===== src/hw/rtl/lnse_pkg.sv =====
`timescale 1ns / 1ps

package lnse_pkg;

	// frame geometry
	localparam int MAX_WIDTH  = 4096;
	localparam int MAX_HEIGHT = 4096;
	localparam int PIX_W      = 8;
	localparam int DIM_W      = 13;
	localparam int COL_W      = $clog2(MAX_WIDTH);
	localparam int ROW_W      = $clog2(MAX_HEIGHT);

	// result fields
	localparam int ACC_W      = 37;
	localparam int SIGMA_W    = 18;
	localparam int OUT_W      = ACC_W + SIGMA_W;
	localparam int TDATA_W    = ((OUT_W + 7) / 8) * 8;
	localparam logic [SIGMA_W-1:0] SIGMA_MAX = '1;

	// sqrt(pi/2) in Q24
	localparam int K_W        = 25;
	localparam logic [K_W-1:0] SQRT_HALF_PI_Q24 = K_W'(21027122);

	// sigma datapath
	localparam int LO_W       = 19;
	localparam int HI_W       = ACC_W - LO_W;
	localparam int NUM_W      = ACC_W + K_W;
	localparam int FRAC_SHIFT = 16;
	localparam int REM_W      = NUM_W - FRAC_SHIFT;
	localparam int DEN_W      = COL_W + ROW_W + 3;
	localparam int DSH_W      = DEN_W + SIGMA_W - 1;
	localparam int STEP_W     = $clog2(SIGMA_W);

	// frame queue, depth a power of two
	localparam int QDEPTH     = 4;
	localparam int QPTR_W     = $clog2(QDEPTH);
	localparam int QCNT_W     = $clog2(QDEPTH + 1);

	// register map
	localparam int REG_IDX_W  = 1;
	localparam logic [REG_IDX_W-1:0] REG_FRAME_WIDTH  = 1'b0;
	localparam logic [REG_IDX_W-1:0] REG_FRAME_HEIGHT = 1'b1;

	typedef struct packed {
		logic [ACC_W-1:0] sum;
		logic [DIM_W-1:0] width;
		logic [DIM_W-1:0] height;
	} frame_result_t;

endpackage


===== src/hw/rtl/lnse_fifo.sv =====
`timescale 1ns / 1ps

module lnse_fifo (
	input  logic                    clk,
	input  logic                    arst_n,
	input  logic                    push,
	input  lnse_pkg::frame_result_t push_data,
	input  logic                    pop,
	output lnse_pkg::frame_result_t pop_data,
	output logic                    not_empty
);
	import lnse_pkg::*;

	frame_result_t     entry_q [QDEPTH];
	logic [QPTR_W-1:0] wr_ptr_q;
	logic [QPTR_W-1:0] rd_ptr_q;
	logic [QCNT_W-1:0] cnt_q;

	assign not_empty = (cnt_q != '0);
	assign pop_data  = entry_q[rd_ptr_q];

	always_ff @(posedge clk or negedge arst_n) begin
		if (!arst_n) begin
			wr_ptr_q <= '0;
			rd_ptr_q <= '0;
			cnt_q    <= '0;
		end else begin
			if (push)
				wr_ptr_q <= wr_ptr_q + QPTR_W'(1);
			if (pop)
				rd_ptr_q <= rd_ptr_q + QPTR_W'(1);
			if (push && !pop)
				cnt_q <= cnt_q + QCNT_W'(1);
			else if (pop && !push)
				cnt_q <= cnt_q - QCNT_W'(1);
		end
	end

	always_ff @(posedge clk) begin
		if (push)
			entry_q[wr_ptr_q] <= push_data;
	end

	a_no_overflow: assert property (@(posedge clk) disable iff (!arst_n)
		push |-> (cnt_q < QCNT_W'(QDEPTH)) || pop)
		else $error("frame queue written while full");

	a_no_underflow: assert property (@(posedge clk) disable iff (!arst_n)
		pop |-> cnt_q != '0)
		else $error("frame queue read while empty");

	a_ptr_track: assert property (@(posedge clk) disable iff (!arst_n)
		(cnt_q == '0) || (cnt_q == QCNT_W'(QDEPTH)) |-> wr_ptr_q == rd_ptr_q)
		else $error("frame queue pointers out of step with count");

endmodule


===== config.mk =====
export PLATFORM = sky130hd
export DESIGN_NAME = lnse_fifo
export DESIGN_NICKNAME = d
export VERILOG_FILES = /design/src/hw/rtl/lnse_pkg.sv /design/src/hw/rtl/lnse_fifo.sv
export SDC_FILE = /design/constraint.sdc
export NUM_CORES = 1
export LEC_CHECK = 0
export BUFFER_PORTS_ARGS = -buffer_cell sky130_fd_sc_hd__buf_2
export CAP_MARGIN = 15
export CORE_MARGIN = 1
export CORE_UTILIZATION = 55
export DETAILED_ROUTE_END_ITERATION = 8
export GPL_TIMING_DRIVEN = 0
export PLACE_DENSITY = 0.77
export SETUP_SLACK_MARGIN = 0.5
export SYNTH_ARGS = -nofsm -noshare
export SYNTH_HDL_FRONTEND = slang
export SYNTH_SLANG_ARGS = --single-unit

===== constraint.sdc =====
create_clock -name clk -period 2.76 [get_ports clk]
set_input_delay 0.138 -clock clk [delete_from_list [all_inputs] [get_ports clk]]
set_output_delay 0.138 -clock clk [all_outputs]
set_load 0.02 [all_outputs]

==> flow_metrics.env <==
export IMPL_cts_max_path_buffers=3
export IMPL_holdPathEnd="entry_q[3][46]$_DFFE_PP_"
export IMPL_cp_arrival_ns=2.00
export IMPL_syn2layout_area_growth_pct=25.5
export IMPL_start_util=0.568
export IMPL_rows=47
export IMPL_setup_slack_ns=0.622
export IMPL_status="complete, no violations"
export IMPL_ir_drop_v=0.000670
export IMPL_finalCriticalPeriod_ns=2.14
export IMPL_ys_ff_latch=259
export IMPL_dp_hpwl_um=9930
export IMPL_period_share=0.775
export IMPL_p_leak_nw=4.16
export IMPL_regToRegEndpoint="entry_q[2][23]$_DFFE_PP_"
export IMPL_end_kind="primary output"
export IMPL_hp_start="push_data[46]"
export IMPL_fin_area_um2=11900
export IMPL_timing_rr_start="wr_ptr_q[0]$_DFFE_PN0P_"
export IMPL_hp_class="primary input to flop"
export IMPL_yosysWarningCount=0
export IMPL_vias=4514
export IMPL_worstSkewPairLatency_ns=0.51
export IMPL_max_slew_margin=0.665
export IMPL_ant_nets=0
export IMPL_rsz0062_at_grt="false"
export IMPL_grt_pass1_wl_um=26900
export IMPL_required_ns=2.62
export IMPL_fmax_mhz=468
export IMPL_dpl_cell_count=716
export IMPL_syn_instance_count=362
export IMPL_clk_pin_slew_ns=0.06
export IMPL_async_flop_share=0.0270
export IMPL_synth_top_cell_area_share=0.798
export IMPL_syn_nets=435
export IMPL_root_buffer="clkbuf_16"
export IMPL_cp_start_kind="flop"
export IMPL_wl_per_cell_um=20.7
export IMPL_cts_sink_count=259
export IMPL_first_iter_violations=298
export IMPL_mostFrequentLayoutCell="edfxtp_1"
export IMPL_synth_area_um2=9480
export IMPL_grt_max_degree=38
export IMPL_firstDrtPassIters=4
export IMPL_syn_avg_cell_area_um2=26.2
export IMPL_drv_cap=0
export IMPL_crit_family="buffers and inverters"
export IMPL_crit_buf_inv=3
export IMPL_port_buffers=130
export IMPL_synth_edf_count=252
export IMPL_final_nets=663
export IMPL_setup_viol=0
export IMPL_yosysTopAreaCell="edfxtp_1"
export IMPL_vias_per_cell=5.46
export IMPL_tightest_slew_ns=0.503
export IMPL_cp_max_fo=10
export IMPL_whs_ns=0.376
export IMPL_cpPeakStageDelay_ns=0.54
export IMPL_worst_clock_skew_ns=0.00988
export IMPL_route_detailed_drc=0
export IMPL_final_cells=827
export IMPL_ys_types=17
export IMPL_synth_area_leaders="edfxtp_1, mux4_2, dfrtp_1"
export IMPL_place_ws_ns=0.943
export IMPL_die_h_um=133
export IMPL_dieArea_um2=17800
export IMPL_cts_tree="done"
export IMPL_synth_flop_cell="edfxtp_1"
export IMPL_core_area_um2=16700
export IMPL_track_usage=0.200
export IMPL_wirelength_um=17100
export IMPL_ioPinCount=131
export IMPL_post_dp_cell_area_um2=10500
export IMPL_ff2ff_path_depth=4
export IMPL_antenna_found_initial=1
export IMPL_drive_gt1_frac=0.408
export IMPL_nFillCells=1018
export IMPL_grt_pass1_vias=5088
export IMPL_holdPathStages=2
export IMPL_tns_ns=0
export IMPL_p_per_area_nw_per_um2=1050
export IMPL_p_total_mw=12.4
export IMPL_r2r_slack_ns=0.95
export IMPL_cp_cell_sequence="buf_6 -> buf_6 -> mux4_2 -> buf_2"
export IMPL_cp_slowest_cell="mux4_2"
export IMPL_cts_buffers=25
export IMPL_gp_congestion=0.693
export IMPL_post_cts_buffers=0
export IMPL_critical_path_class="flop to primary output"
export IMPL_crit_top_cell="buf_6"
export IMPL_slew_violations=0
export IMPL_hold_viol=0
export IMPL_seq_area_frac_synth=0.817
export IMPL_overflow=0
export IMPL_die_width_um=133
export IMPL_mostFrequentLayoutCells="edfxtp_1, buf_2, dlygate4sd3_1, mux4_2, clkbuf_16"
export IMPL_fin_util=0.713
export IMPL_h_tree_depth=1
routing by layer:
layer / part of all wire / GRT usage / vias up / routed length, um
li1: - / - / 2008 / -
met1: 0.40 / 0.257 / 2347 / 6870
met2: 0.54 / 0.354 / 134 / 9180
met3: 0.047 / 0.0320 / 25 / 809
met4: 0.015 / 0.0619 / 0 / 252
met5: 0 / 0 / - / 0
repair_timing:
action / in CTS / in global routing
resized for setup: 0 / 0
hold buffers: 67 / 0
hold endpoints to repair: 263 / 0
logic make-up after synthesis:
family                   Yosys count  share of synthesized area
AO/OA/AOI/OAI                      1                   0.000527
XOR/XNOR                           6                    0.00554
adder cells (fa/ha/maj)            6                    0.00871
buffers and inverters             18                     0.0132
flip-flops                       259                      0.817
multiplexers                      64                      0.151
AND/OR/NAND/NOR                    8                    0.00449
area by class of cell:
class,instances,area (um2),share of cell area
sequential,259,7740,0.651
tap,220,275,0.0231
inverter,4,15.0,0.00126
multi-input combinational,85,1620,0.136
buffer,14,110,0.00925
timing repair buffer,201,1400,0.118
antenna,1,2.50,0.000210
clock inverter,13,87.6,0.00736
clock buffer,30,644,0.0541
how the worst max path moves through the flow:
| stage | to | slack [ns] | start | cells after the start |
|---|---|---|---|---|
| 6_report | pop_data[19] | 0.62 | rd_ptr_q[0]$_DFFE_PN0P_ | 4 |
| 5_1_grt | pop_data[41] | 0.52 | rd_ptr_q[0]$_DFFE_PN0P_ | 4 |
| 4_1_cts | pop_data[42] | 0.57 | rd_ptr_q[0]$_DFFE_PN0P_ | 4 |
| 3_5_place_dp | entry_q[2][28]$_DFFE_PP_ | 0.94 | wr_ptr_q[0]$_DFFE_PN0P_ | 4 |
| 3_3_place_gp | entry_q[0][20]$_DFFE_PP_ | 0.35 | wr_ptr_q[0]$_DFFE_PN0P_ | 3 |
| 2_1_floorplan | entry_q[0][0]$_DFFE_PP_ | 0.91 | wr_ptr_q[0]$_DFFE_PN0P_ | 3 |
flip-flops by register name, summed over array words and instances, names as in the netlist:
register / cells
cnt_q: 3
entry_q: 252
wr_ptr_q: 2
rd_ptr_q: 2
report_power, final:
part	total (mW)	leakage [nW]	internal (mW)	switching (mW)
registers	5.33	2.40	5.14	0.186
clock network	3.06	0.356	1.74	1.32
logic	4.04	1.41	1.72	2.32
synth_stat cells (2+ instances only):
| cell type | number |
|---|---|
| xnor2_1 | 2 |
| xor2_1 | 4 |
| inv_1 | 4 |
| edfxtp_1 | 252 |
| ha_1 | 5 |
| buf_2 | 7 |
| nand2_1 | 2 |
| mux4_2 | 63 |
| buf_6 | 6 |
| and2_1 | 4 |
| dfrtp_1 | 7 |
No activity file was read; power rests on OpenSTA's default activity.
