===== config.mk =====
export PLATFORM = sky130hd
export DESIGN_NAME = lnse_back
export DESIGN_NICKNAME = d
export VERILOG_FILES = /design/src/hw/rtl/lnse_pkg.sv /design/src/hw/rtl/lnse_back.sv
export SDC_FILE = /design/constraint.sdc
export NUM_CORES = 2
export LEC_CHECK = 0
export ABC_AREA = 0
export BUFFER_PORTS_ARGS = -buffer_cell sky130_fd_sc_hd__buf_2
export CAP_MARGIN = 5
export CORE_MARGIN = 2
export CORE_UTILIZATION = 30
export DETAILED_ROUTE_END_ITERATION = 6
export GPL_TIMING_DRIVEN = 0
export PLACE_DENSITY = 0.55
export SLEW_MARGIN = 20
export SYNTH_ARGS = -nofsm -noshare
export SYNTH_HDL_FRONTEND = slang
export SYNTH_SLANG_ARGS = --single-unit

===== constraint.sdc =====
create_clock -name clk -period 9 [get_ports clk]
set_input_delay 0.9 -clock clk [delete_from_list [all_inputs] [get_ports clk]]
set_output_delay 0.9 -clock clk [all_outputs]
set_load 0.02 [all_outputs]

===== src/hw/rtl/lnse_pkg.sv =====
`timescale 1ns / 1ps

package lnse_pkg;

	// frame geometry
	localparam int MAX_WIDTH  = 4096;
	localparam int MAX_HEIGHT = 4096;
	localparam int PIX_W      = 8;
	localparam int DIM_W      = 13;
	localparam int COL_W      = $clog2(MAX_WIDTH);
	localparam int ROW_W      = $clog2(MAX_HEIGHT);

	// result fields
	localparam int ACC_W      = 37;
	localparam int SIGMA_W    = 18;
	localparam int OUT_W      = ACC_W + SIGMA_W;
	localparam int TDATA_W    = ((OUT_W + 7) / 8) * 8;
	localparam logic [SIGMA_W-1:0] SIGMA_MAX = '1;

	// sqrt(pi/2) in Q24
	localparam int K_W        = 25;
	localparam logic [K_W-1:0] SQRT_HALF_PI_Q24 = K_W'(21027122);

	// sigma datapath
	localparam int LO_W       = 19;
	localparam int HI_W       = ACC_W - LO_W;
	localparam int NUM_W      = ACC_W + K_W;
	localparam int FRAC_SHIFT = 16;
	localparam int REM_W      = NUM_W - FRAC_SHIFT;
	localparam int DEN_W      = COL_W + ROW_W + 3;
	localparam int DSH_W      = DEN_W + SIGMA_W - 1;
	localparam int STEP_W     = $clog2(SIGMA_W);

	// frame queue, depth a power of two
	localparam int QDEPTH     = 4;
	localparam int QPTR_W     = $clog2(QDEPTH);
	localparam int QCNT_W     = $clog2(QDEPTH + 1);

	// register map
	localparam int REG_IDX_W  = 1;
	localparam logic [REG_IDX_W-1:0] REG_FRAME_WIDTH  = 1'b0;
	localparam logic [REG_IDX_W-1:0] REG_FRAME_HEIGHT = 1'b1;

	typedef struct packed {
		logic [ACC_W-1:0] sum;
		logic [DIM_W-1:0] width;
		logic [DIM_W-1:0] height;
	} frame_result_t;

endpackage


===== src/hw/rtl/lnse_back.sv =====
`timescale 1ns / 1ps

module lnse_back (
	input  logic                        clk,
	input  logic                        arst_n,
	input  logic                        q_valid,
	input  lnse_pkg::frame_result_t     q_data,
	output logic                        q_pop,
	output logic                        m_axis_tvalid,
	input  logic                        m_axis_tready,
	output logic [lnse_pkg::ACC_W-1:0]  residual_sum,
	output logic [lnse_pkg::SIGMA_W-1:0] sigma_q8
);
	import lnse_pkg::*;

	localparam logic [2:0] ST_IDLE = 3'd0;
	localparam logic [2:0] ST_MUL1 = 3'd1;
	localparam logic [2:0] ST_MUL2 = 3'd2;
	localparam logic [2:0] ST_SUM  = 3'd3;
	localparam logic [2:0] ST_SAT  = 3'd4;
	localparam logic [2:0] ST_DIV  = 3'd5;
	localparam logic [2:0] ST_OUT  = 3'd6;

	logic [2:0]               state_q;
	logic [STEP_W-1:0]        step_q;
	logic                     m_valid_q;
	logic [ACC_W-1:0]         m_sum_q;
	logic [SIGMA_W-1:0]       m_sigma_q;

	logic [ACC_W-1:0]         sum_q;
	logic                     small_q;
	logic [COL_W-1:0]         dw_q;
	logic [ROW_W-1:0]         dh_q;
	logic [LO_W+K_W-1:0]      plo_q;
	logic [HI_W+K_W-1:0]      phi_q;
	logic [COL_W+ROW_W-1:0]   dprod_q;
	logic [DEN_W-1:0]         den_q;
	logic [REM_W-1:0]         rem_q;
	logic [DSH_W-1:0]         dsh_q;
	logic [SIGMA_W-1:0]       quo_q;

	logic [NUM_W-1:0]         num;
	logic [REM_W-1:0]         sat_lim;
	logic [REM_W-1:0]         dsh_ext;
	logic                     take;
	logic                     out_load;
	logic                     sat;

	assign q_pop    = (state_q == ST_IDLE) && q_valid;
	assign out_load = (state_q == ST_OUT) && (!m_valid_q || m_axis_tready);
	assign num      = {phi_q, {LO_W{1'b0}}} + NUM_W'(plo_q);
	assign sat_lim  = REM_W'({den_q, {SIGMA_W{1'b0}}});
	assign sat      = rem_q >= sat_lim;
	assign dsh_ext  = REM_W'(dsh_q);
	assign take     = rem_q >= dsh_ext;

	assign m_axis_tvalid = m_valid_q;
	assign residual_sum  = m_sum_q;
	assign sigma_q8      = m_sigma_q;

	always_ff @(posedge clk or negedge arst_n) begin
		if (!arst_n) begin
			state_q   <= ST_IDLE;
			step_q    <= '0;
			m_valid_q <= 1'b0;
		end else begin
			if (out_load)
				m_valid_q <= 1'b1;
			else if (m_axis_tready)
				m_valid_q <= 1'b0;
			unique case (state_q)
				ST_IDLE: begin
					if (q_valid)
						state_q <= ST_MUL1;
				end
				ST_MUL1: state_q <= ST_MUL2;
				ST_MUL2: state_q <= ST_SUM;
				ST_SUM:  state_q <= ST_SAT;
				ST_SAT: begin
					step_q <= '0;
					if (small_q || sat)
						state_q <= ST_OUT;
					else
						state_q <= ST_DIV;
				end
				ST_DIV: begin
					step_q <= step_q + STEP_W'(1);
					if (step_q == STEP_W'(SIGMA_W - 1))
						state_q <= ST_OUT;
				end
				ST_OUT: begin
					if (out_load)
						state_q <= ST_IDLE;
				end
				default: state_q <= ST_IDLE;
			endcase
		end
	end

	always_ff @(posedge clk) begin
		if (out_load) begin
			m_sum_q   <= sum_q;
			m_sigma_q <= quo_q;
		end
		case (state_q)
			ST_IDLE: begin
				if (q_valid) begin
					sum_q   <= q_data.sum;
					small_q <= (q_data.width <= DIM_W'(2)) || (q_data.height <= DIM_W'(2));
					dw_q    <= COL_W'(q_data.width - DIM_W'(2));
					dh_q    <= ROW_W'(q_data.height - DIM_W'(2));
				end
			end
			ST_MUL1: begin
				plo_q <= sum_q[LO_W-1:0] * SQRT_HALF_PI_Q24;
			end
			ST_MUL2: begin
				phi_q   <= sum_q[ACC_W-1:LO_W] * SQRT_HALF_PI_Q24;
				dprod_q <= dw_q * dh_q;
			end
			ST_SUM: begin
				rem_q <= num[NUM_W-1:FRAC_SHIFT];
				den_q <= DEN_W'({dprod_q, 2'b00}) + DEN_W'({dprod_q, 1'b0});
			end
			ST_SAT: begin
				dsh_q <= {den_q, {(SIGMA_W - 1){1'b0}}};
				if (small_q)
					quo_q <= '0;
				else if (sat)
					quo_q <= SIGMA_MAX;
				else
					quo_q <= '0;
			end
			ST_DIV: begin
				// restoring division, one quotient bit per cycle
				if (take)
					rem_q <= rem_q - dsh_ext;
				quo_q <= {quo_q[SIGMA_W-2:0], take};
				dsh_q <= dsh_q >> 1;
			end
			default: begin
			end
		endcase
	end

	a_div_bound: assert property (@(posedge clk) disable iff (!arst_n)
		state_q == ST_DIV |-> rem_q < {1'b0, dsh_q, 1'b0})
		else $error("partial remainder out of range, quotient bit lost");

	a_small_zero: assert property (@(posedge clk) disable iff (!arst_n)
		out_load && small_q |=> sigma_q8 == '0)
		else $error("sigma not zero for a narrow frame");

	a_step_bound: assert property (@(posedge clk) disable iff (!arst_n)
		state_q == ST_DIV |-> step_q < STEP_W'(SIGMA_W))
		else $error("division ran past its last step");

endmodule


==> metrics.cfg <==
[outcome]
status = finished clean

[synthesis]
dominant_register_cell_in_the_synthesized_netlist = sky130_fd_sc_hd__edfxtp_1
asyncSetResetFlopFracSynth_pct = 2.542
syn_area_um2 = 35180
synth_seq_cells = 354
synth-seq-area-share_pct = 30.09
postSynthAreaPerCell_um2 = 10.39
synth_enable_flop_cells = 345
postSynthNetCount = 4311
post_synth_inst_count = 3385
yosys.cell_types.count = 80
ys.warnings.count = 0

[clocking]
cts_made_buffers = 45
hold_buffers = 0
clkSinkCount = 354
longest_clk_path_bufs = 3
clock_latency_on_the_worst_skew_pair_ps = 640
worst_setup_hold_path_clk_slew_ps = 60
root_driver = sky130_fd_sc_hd__clkbuf_16
htree_num_levels = 2
cts_tree = built
cts_resized = 0
cts_setup_buffers = 0

[sta]
period_share_pct = 70.01
final-setup-viol-count = 0
fmaxAchievable_mhz = 158.7
fin_tns_setup_ps = 0
unrepaired_setup_endpoints_after_global_routing = no
final-hold-violation-count = 0
slew_viols_final = 0
finClkSkew_ps = 46.04
worst_hold_slack_ps = 118.9
timing.max_slew.rel_slack_pct = 33.07
period_minus_slack_ps = 6301
worst_slew_pin_slew_ps = 1003

[grt]
grt-busiest-layer = met2
use_met3_pct = 1.918
first_global_vias = 25040
grt_max_degree = 44
globalRouteTotalUtil_pct = 14.16
antenna_found_initial = 0
grt.met1_usage_pct = 18.82
met2_usage_pct = 24.07
grt_first_pass_wirelength_um = 135400
grt-ovfl-total = 0

[setup_path]
critical-path-slowest-cell = sky130_fd_sc_hd__a2111oi_1
critPathMaxStageDelay_ps = 680
critical_path.cell_chain = ha_1, ha_1, inv_1, fa_1, inv_1, fa_1, inv_1, fa_1, fa_1, inv_1, ha_1, nand2_1, o21ai_0, a211oi_1, a2111oi_1, o21ai_0, nand3_1, a21o_1, a21o_1, a21oi_1, xnor2_1
kind_of_cell_adding_the_most_delay_to_the_critical_path = adder cells
crit_path_max_fanout = 9
critPathCaptureType = flop
critical_path_required_ps = 9350
setup.worst_path.start_class = flop
critical_path_class = flop to flop
data_arrival_time_of_the_critical_path_ps = 6650
timing.critical_path.buf_inv = 4

[floorplanning]
floorplan.core_area_um2 = 116200
die-width_um = 346.4
starting_density_of_the_core_pct = 30.27
die-area_um2 = 120000
floorplan.rows = 125
die_h_um = 346.4
design.portCount = 124

[route]
detail_route.wl_per_cell_um = 16.18
vias_per_instance = 4.656
post-route-drc-count = 0
wirelength_routed_um = 83230
drtAntennaViolNets = 0
route.vias.total = 23950
drt_pre_antenna_iters = 5
dr.first_iter.drc_count = 1225

[finish]
finish.utilization_pct = 34.05
area_taken_by_multi_input_logic_gates_um2 = 21860
n_antenna_cell = 0
seqCellArea_um2 = 10590
area.growth.synth_to_final_pct = 12.49
drive_above_1_share_pct = 7.677
nets_final = 4510
final_cell_mix = sky130_fd_sc_hd__inv_1, sky130_fd_sc_hd__ha_1, sky130_fd_sc_hd__edfxtp_1
most_common_cell_after_layout_fill_and_taps_aside = sky130_fd_sc_hd__inv_1
layout.filler_cells = 11840

[run]
maxCapViolCount = 0

[placement]
place_hpwl_um = 69570
io_buffers = 123
gpl.final_weighted_congestion = 0.8729

[hold_path]
worst_hold_path_type = input pin to asynchronous set/reset pin

==> final cells by class <==
| cell class | instances | area share [%] |
|---|---|---|
| sequential | 354 | 26.75 |
| multi-input combinational | 2296 | 55.25 |
| tap | 1524 | 4.819 |
| inverter | 666 | 6.324 |
| clock inverter | 34 | 1.018 |
| clock buffer | 50 | 2.947 |
| timing repair buffer | 152 | 2.220 |
| buffer | 69 | 0.6767 |
==> flip-flops by register name (all words and copies together) (netlist names), 24 cells and up <==
register / cells
den_q: 26
dprod_q: 24
dsh_q: 44
phi_q: 42
plo_q: 28
rem_q: 46
residual_sum: 37
sum_q: 37
==> cell usage after synthesis, drive strengths merged, types with 70 or more instances <==
library cell | instances | area share (%)
a21o | 114 | 2.5
a21oi | 155 | 2.2
and2 | 70 | 1.2
edfxtp | 345 | 29
fa | 314 | 18
ha | 545 | 19
inv | 666 | 7.1
nand2 | 233 | 2.5
nor2 | 138 | 1.5
o21ai | 127 | 1.8
xnor2 | 117 | 2.9
xor2 | 73 | 1.8
==> kinds of logic after synthesis <==
group           Yosys count  share of synthesized area, %
compound gates          564                         10.41
xor+xnor                190                         4.731
fa+ha+maj               859                         37.25
buf+inv                 735                         7.868
flops                   354                         30.09
mux                      16                        0.4624
simple gates            667                         9.180
==> worst register-to-register path: cells and delay by family, from the launching register on <==
kind	cells	cell delay, ps
adders and majority gates	7	2760
buffers and inverters	4	240
AOI/OAI and AO/OA	7	1870
and+or+nand+nor	2	380
xor gates and xnor gates	1	130
DFF	1	630
==> layer usage <==
metal  vias up  wire (um)
met5         -          0
met4         0       1970
met3        81       3724
met2       391      39530
met1     11700      38000
li1      11780          -
==> stage by stage <==
step / setup WS, ps / instances / area [um^2]
4_1_cts: 2408 / 5145 / 39570
3_3_place_gp: -6963 / 5032 / 37700
6_report: 2699 / 5145 / 39570
5_1_grt: 2199 / 5145 / 39570
3_5_place_dp: 2441 / 5061 / 38000
2_1_floorplan: 325.1 / 3385 / 35180
==> final timing paths <==
kind,start,slack [ps],cells after the start,endpoint
setup reg to reg,sum_q[6],2700,21,plo_q[35]
max in group asynchronous,arst_n,8690,1,step_q[1]
min in group clk,quo_q[17],420,0,sigma_q8[17]
hold / removal,arst_n,120,1,m_axis_tvalid
setup / recovery,sum_q[6],2700,21,plo_q[35]
hold reg to reg,quo_q[17],420,0,sigma_q8[17]
Power is left out: the tool's default activity adds up to more than one toggle a clock period on the data nets, which glitch-free logic cannot reach.
